`src/hdl/dsn_normalizer.sv`:
```
module dsn_normalizer #(
   parameter int S_BITS    = 34,
   parameter int M_BITS    = 34,
   parameter int FRAC_BITS = 14
) (
   input  logic                 clock,
   input  logic                 reset,
   input  logic                 start,
   input  logic [S_BITS-1:0]    sum_sq,
   input  logic [M_BITS-1:0]    mag_sq,
   output logic                 done,
   output logic [FRAC_BITS:0]   quotient
);

   localparam int QB   = FRAC_BITS + 1;
   localparam int ACCW = 2 * QB + 3 + S_BITS;
   localparam int BB   = $clog2(QB);

   logic [ACCW-1:0] p_ff, p_in, x_ff, x_in, lim_ff, lim_in, sx_ff, sx_in;
   logic [ACCW-1:0] p_try, x_try, t_try;
   logic [QB-1:0]   quo_ff, quo_in;
   logic [BB-1:0]   bit_ff, bit_in;
   logic            busy_ff, busy_in, done_ff, done_in;

   always_comb begin
      p_try = p_ff + (x_ff << (bit_ff + 2)) + (sx_ff << (2 * bit_ff + 2));
      x_try = x_ff + (sx_ff << (bit_ff + 1));
      t_try = p_try - (x_try << 1) + sx_ff;
   end

   always_comb begin
      p_in    = p_ff;
      x_in    = x_ff;
      lim_in  = lim_ff;
      sx_in   = sx_ff;
      quo_in  = quo_ff;
      bit_in  = bit_ff;
      busy_in = busy_ff;
      done_in = 1'b0;
      if (start) begin
         p_in    = '0;
         x_in    = '0;
         quo_in  = '0;
         sx_in   = ACCW'(sum_sq);
         lim_in  = ACCW'(mag_sq) << (2 * FRAC_BITS + 2);
         bit_in  = BB'(QB - 1);
         busy_in = 1'b1;
      end else if (busy_ff) begin
         if (t_try <= lim_ff) begin
            p_in           = p_try;
            x_in           = x_try;
            quo_in[bit_ff] = 1'b1;
         end
         if (bit_ff == '0) begin
            busy_in = 1'b0;
            done_in = 1'b1;
         end else begin
            bit_in = bit_ff - 1'b1;
         end
      end
   end

   always_ff @(posedge clock) begin
      if (reset) begin
         busy_ff <= 1'b0;
         done_ff <= 1'b0;
      end else begin
         busy_ff <= busy_in;
         done_ff <= done_in;
      end
      p_ff   <= p_in;
      x_ff   <= x_in;
      lim_ff <= lim_in;
      sx_ff  <= sx_in;
      quo_ff <= quo_in;
      bit_ff <= bit_in;
   end

   assign done     = done_ff;
   assign quotient = quo_ff;

endmodule

```
`config.mk`:
```
export PLATFORM = sky130hd
export DESIGN_NAME = dsn_normalizer
export DESIGN_NICKNAME = d
export VERILOG_FILES = /design/src/hdl/dsn_normalizer.sv
export SDC_FILE = /design/constraint.sdc
export NUM_CORES = 2
export LEC_CHECK = 0
export ABC_AREA = 1
export BUFFER_PORTS_ARGS = -buffer_cell sky130_fd_sc_hd__buf_2
export CAP_MARGIN = 30
export CORE_MARGIN = 2
export CORE_UTILIZATION = 30
export CTS_BUF_LIST = sky130_fd_sc_hd__clkbuf_16
export CTS_CLUSTER_SIZE = 8
export DETAILED_ROUTE_END_ITERATION = 10
export MAX_ROUTING_LAYER = met4
export PLACE_DENSITY = 0.56
export SLEW_MARGIN = 20
export SYNTH_ARGS = -nofsm -noshare
export SYNTH_HDL_FRONTEND = slang
export SYNTH_SLANG_ARGS = --single-unit
export TNS_END_PERCENT = 100
```
`constraint.sdc`:
```
create_clock -name clock -period 26.9 [get_ports clock]
set_input_delay 0 -clock clock [delete_from_list [all_inputs] [get_ports clock]]
set_output_delay 0 -clock clock [all_outputs]
set_load 0.02 [all_outputs]
```
==> impl_metrics.csv <==
group,metric,value,unit
worst_setup_path,end_kind,"flop",
yosys,synth-edff-count,68,
worst_setup_path,r2r_slack,12.32,ns
clock_network,cts-buffers-inserted,36,
sta,worstMarginPinSlew,1.065,ns
worst_setup_path,critPathMaxFanout,79,
hold_path,min_from,"mag_sq[8]",
yosys,seq_area_frac_synth,0.1630,
yosys,yosysWarningCount,0,
grt,grt_pass1_vias,32986,
floorplanning,die_x,328.3,um
sta,hold_ws,0.1138,ns
pwr,p_leak,0.01718,uW
placed_design,place_area,0.03323,sq mm
yosys,synth-xor-area-share,0.04520,
sta,fmax,68.59,MHz
grt,grt.total_usage,0.2647,
clock_network,clk_latency,0.59,ns
worst_setup_path,cp_common_cell,"nor2_1",
floorplanning,fp.dieH,328.3,um
clock_network,cts_buffer_depth,3,
pwr,ir_worst_vdd,0.1746,mV
pwr,power_density,133.4,mW/mm^2
sta,drv_slew,0,
detailed_routing,ant_nets,0,
floorplanning,die_area,0.1078,sq mm
worst_setup_path,slowest_stage,"buf_4",
final_layout,area_growth,10.90,%
clock_network,clkTransAtPathRegs,0.05,ns
sta,setup_viol,0,
placed_design,placed_cells,6528,
final_layout,fin_area,0.03500,sq mm
clock_network,htree_levels,2,
job,maxCapViolCount,0,
sta,rsz0062_at_grt,"no",
worst_setup_path,critical_path.startpoint_type,"flop",
final_layout,nNetsFinal,5698,
detailed_routing,via_per_inst,5.171,
yosys,yosysUniqueCellTypes,50,
yosys,synthMuxAreaShare,0.02125,
sta,clock_skew,0.03083,ns
final_layout,fin_cells,6662,
floorplanning,floorplan.initialDensity,0.3036,
floorplanning,io_pins,87,
clock_network,cts.sinks,223,
hold_path,worstHoldEndpoint,"lim_ff[38]",
grt,antenna_found_initial,5,
final_layout,layout-drive-gt1-share,0.03712,
yosys,ys_async_sr_fraction,0,
hold_path,hold_class,"input pin to flop",
grt,grt_pass1_wl,206700,um
detailed_routing,routed_wl,141300,um
detailed_routing,drtIter0Drc,3358,
clock_network,postCtsResizedCells,0,
detailed_routing,dr_total_vias,34447,
final_layout,mostFrequentLayoutCell,"nand2_1",
placed_design,gp_congestion,1.029,
yosys,syn-instance-count,5209,
worst_setup_path,r2r_cells,56,
worst_setup_path,timing.rr.start,"bit_ff[1]",
worst_setup_path,r2r-end,"x_ff[1]",
floorplanning,num_rows,118,
clock_network,cts_tree,"built",
hold_path,hold_path_depth,2,
worst_setup_path,path_class,"flop to flop",
floorplanning,coreArea,0.1039,sq mm
final_layout,mostFrequentLayoutCells,"1432 x nand2_1, 714 x nor2_1, 674 x inv_1",
worst_setup_path,cp.required,27.36,ns
sta,tns,0,ns
detailed_routing,wire_per_inst,21.21,um
yosys,ys_ff_latch,223,
yosys,synth_ff_type,"dfxtp_1",
sta,timing.final.crit_share,0.5420,
sta,fin_crit,14.58,ns
grt,overflow,0,
clock_network,post_cts_buffers,0,
sta,hold_viol,0,
yosys,synth_compound_gate_area_share,0.1794,
clock_network,hold_buffers,70,
worst_setup_path,cp.arrival,15.04,ns
grt,grt_max_degree,93,
placed_design,port-buffer-count,86,
yosys,syn_area,0.03156,sq mm
yosys,yosys.area_share.simple,0.3166,
yosys,synth_fa_ha_area_frac,0.1707,
sta,relSlewSlack,0.2828,
yosys,syn_area_per_cell,6.058,sq um
detailed_routing,drcViolationCount,0,
worst_setup_path,slowest_delay,0.74,ns
yosys,synth_top_family_by_area,"simple AND/OR/NAND/NOR gates",
clock_network,cts-root-buf,"clkbuf_16",
status,status,"complete, no violations",
placed_design,dp_hpwl,118000,um
detailed_routing,drtPass1Iterations,6,
-- kinds of logic after synthesis --
family | Yosys count
AO/OA/AOI/OAI | 1031
buffers and inverters | 848
AND/OR/NAND/NOR | 2507
flip-flops | 223
other | 1
XOR/XNOR | 162
multiplexers | 67
adder cells (fa/ha/maj) | 370
-- worst max path at each step --
stage / from / to / slack [ns]
6_report: bit_ff[1] / x_ff[1] / 12.32
5_1_grt: bit_ff[1] / x_ff[11] / 11.65
4_1_cts: bit_ff[1] / p_ff[10] / 12.54
3_5_place_dp: bit_ff[1] / p_ff[10] / 12.59
3_3_place_gp: bit_ff[1] / x_ff[0] / 12.56
2_1_floorplan: bit_ff[1] / p_ff[31] / 16.73
-- sequential cells by signal, indices dropped and copies added, names as in the netlist --
signal    count
bit_ff        4
busy_ff       1
done          1
lim_ff       34
p_ff         67
quotient     15
sx_ff        34
x_ff         67
-- synthesized netlist by cell type (4+ instances only) --
cell	n	area [sq um]
o221ai_1	11	96.34
nor3_1	44	220.2
and3_1	4	25.02
o22ai_1	20	125.1
clkbuf_1	90	337.8
o21ai_0	446	2232
a21boi_0	15	112.6
buf_2	19	95.09
dfxtp_1	155	3103
inv_2	8	30.03
edfxtp_1	68	2042
a21oi_1	367	1837
o21bai_1	25	187.7
inv_1	660	2477
o211ai_1	16	120.1
or2_2	14	87.58
xor2_1	98	858.3
mux2i_1	67	670.6
nor4_1	16	100.1
ha_1	269	3366
nand2_1	1432	5375
a211oi_1	9	67.56
o21a_1	23	172.7
nand4_1	30	187.7
a21o_1	29	217.7
nand3_1	233	1166
nor2_1	716	2688
buf_4	17	127.6
buf_1	53	198.9
nand3b_1	9	67.56
o31ai_1	5	37.54
a31oi_1	47	294.0
fa_1	101	2022
xnor2_1	63	551.8
-- cell type report --
cell class                      instances  area [sq um]
Inverter                              669          2515
Multi-Input combinational cell       4141         23180
Clock buffer                           37         925.9
Clock inverter                         24         110.1
Tap cell                             1380          1727
Fill cell                           11809         68940
Antenna cell                            2         5.005
Sequential cell                       223          5150
Timing Repair Buffer                  186          1379
-- report_power, final --
part | internal [uW] | total (uW) | switching, uW
combinational | 1270 | 3840 | 2570
sequential | 372 | 397 | 25.2
clock | 246 | 430 | 184
total | 1890 | 4670 | 2780
-- routing by layer --
metal  track usage  wire length, um
met1        0.3482            63200
met2        0.4037            61330
met3       0.03431             9524
met4        0.1200             7259
met5             -                0
-- critical path: cells and delay by family, from the launching register on --
kind / cells / cell delay, ns
AOI/OAI and AO/OA: 13 / 3.86
and+or+nand+nor: 26 / 3.47
buffers and inverters: 8 / 3.30
adders and majority gates: 7 / 2.82
xor gates and xnor gates: 2 / 0.47
DFF: 1 / 0.31
-- per-stage QoR --
stage / utilization / power [uW] / setup WS (ns)
global placement: 0.3197 / 4157 / 12.56
finish: 0.3367 / 4670 / 12.32
floorplan: - / 3054 / 16.73
detailed placement: 0.3197 / 4149 / 12.59
CTS: 0.3364 / 4622 / 12.54
global route: 0.3366 / 5146 / 11.65
No activity file was read; power rests on OpenSTA's default activity.
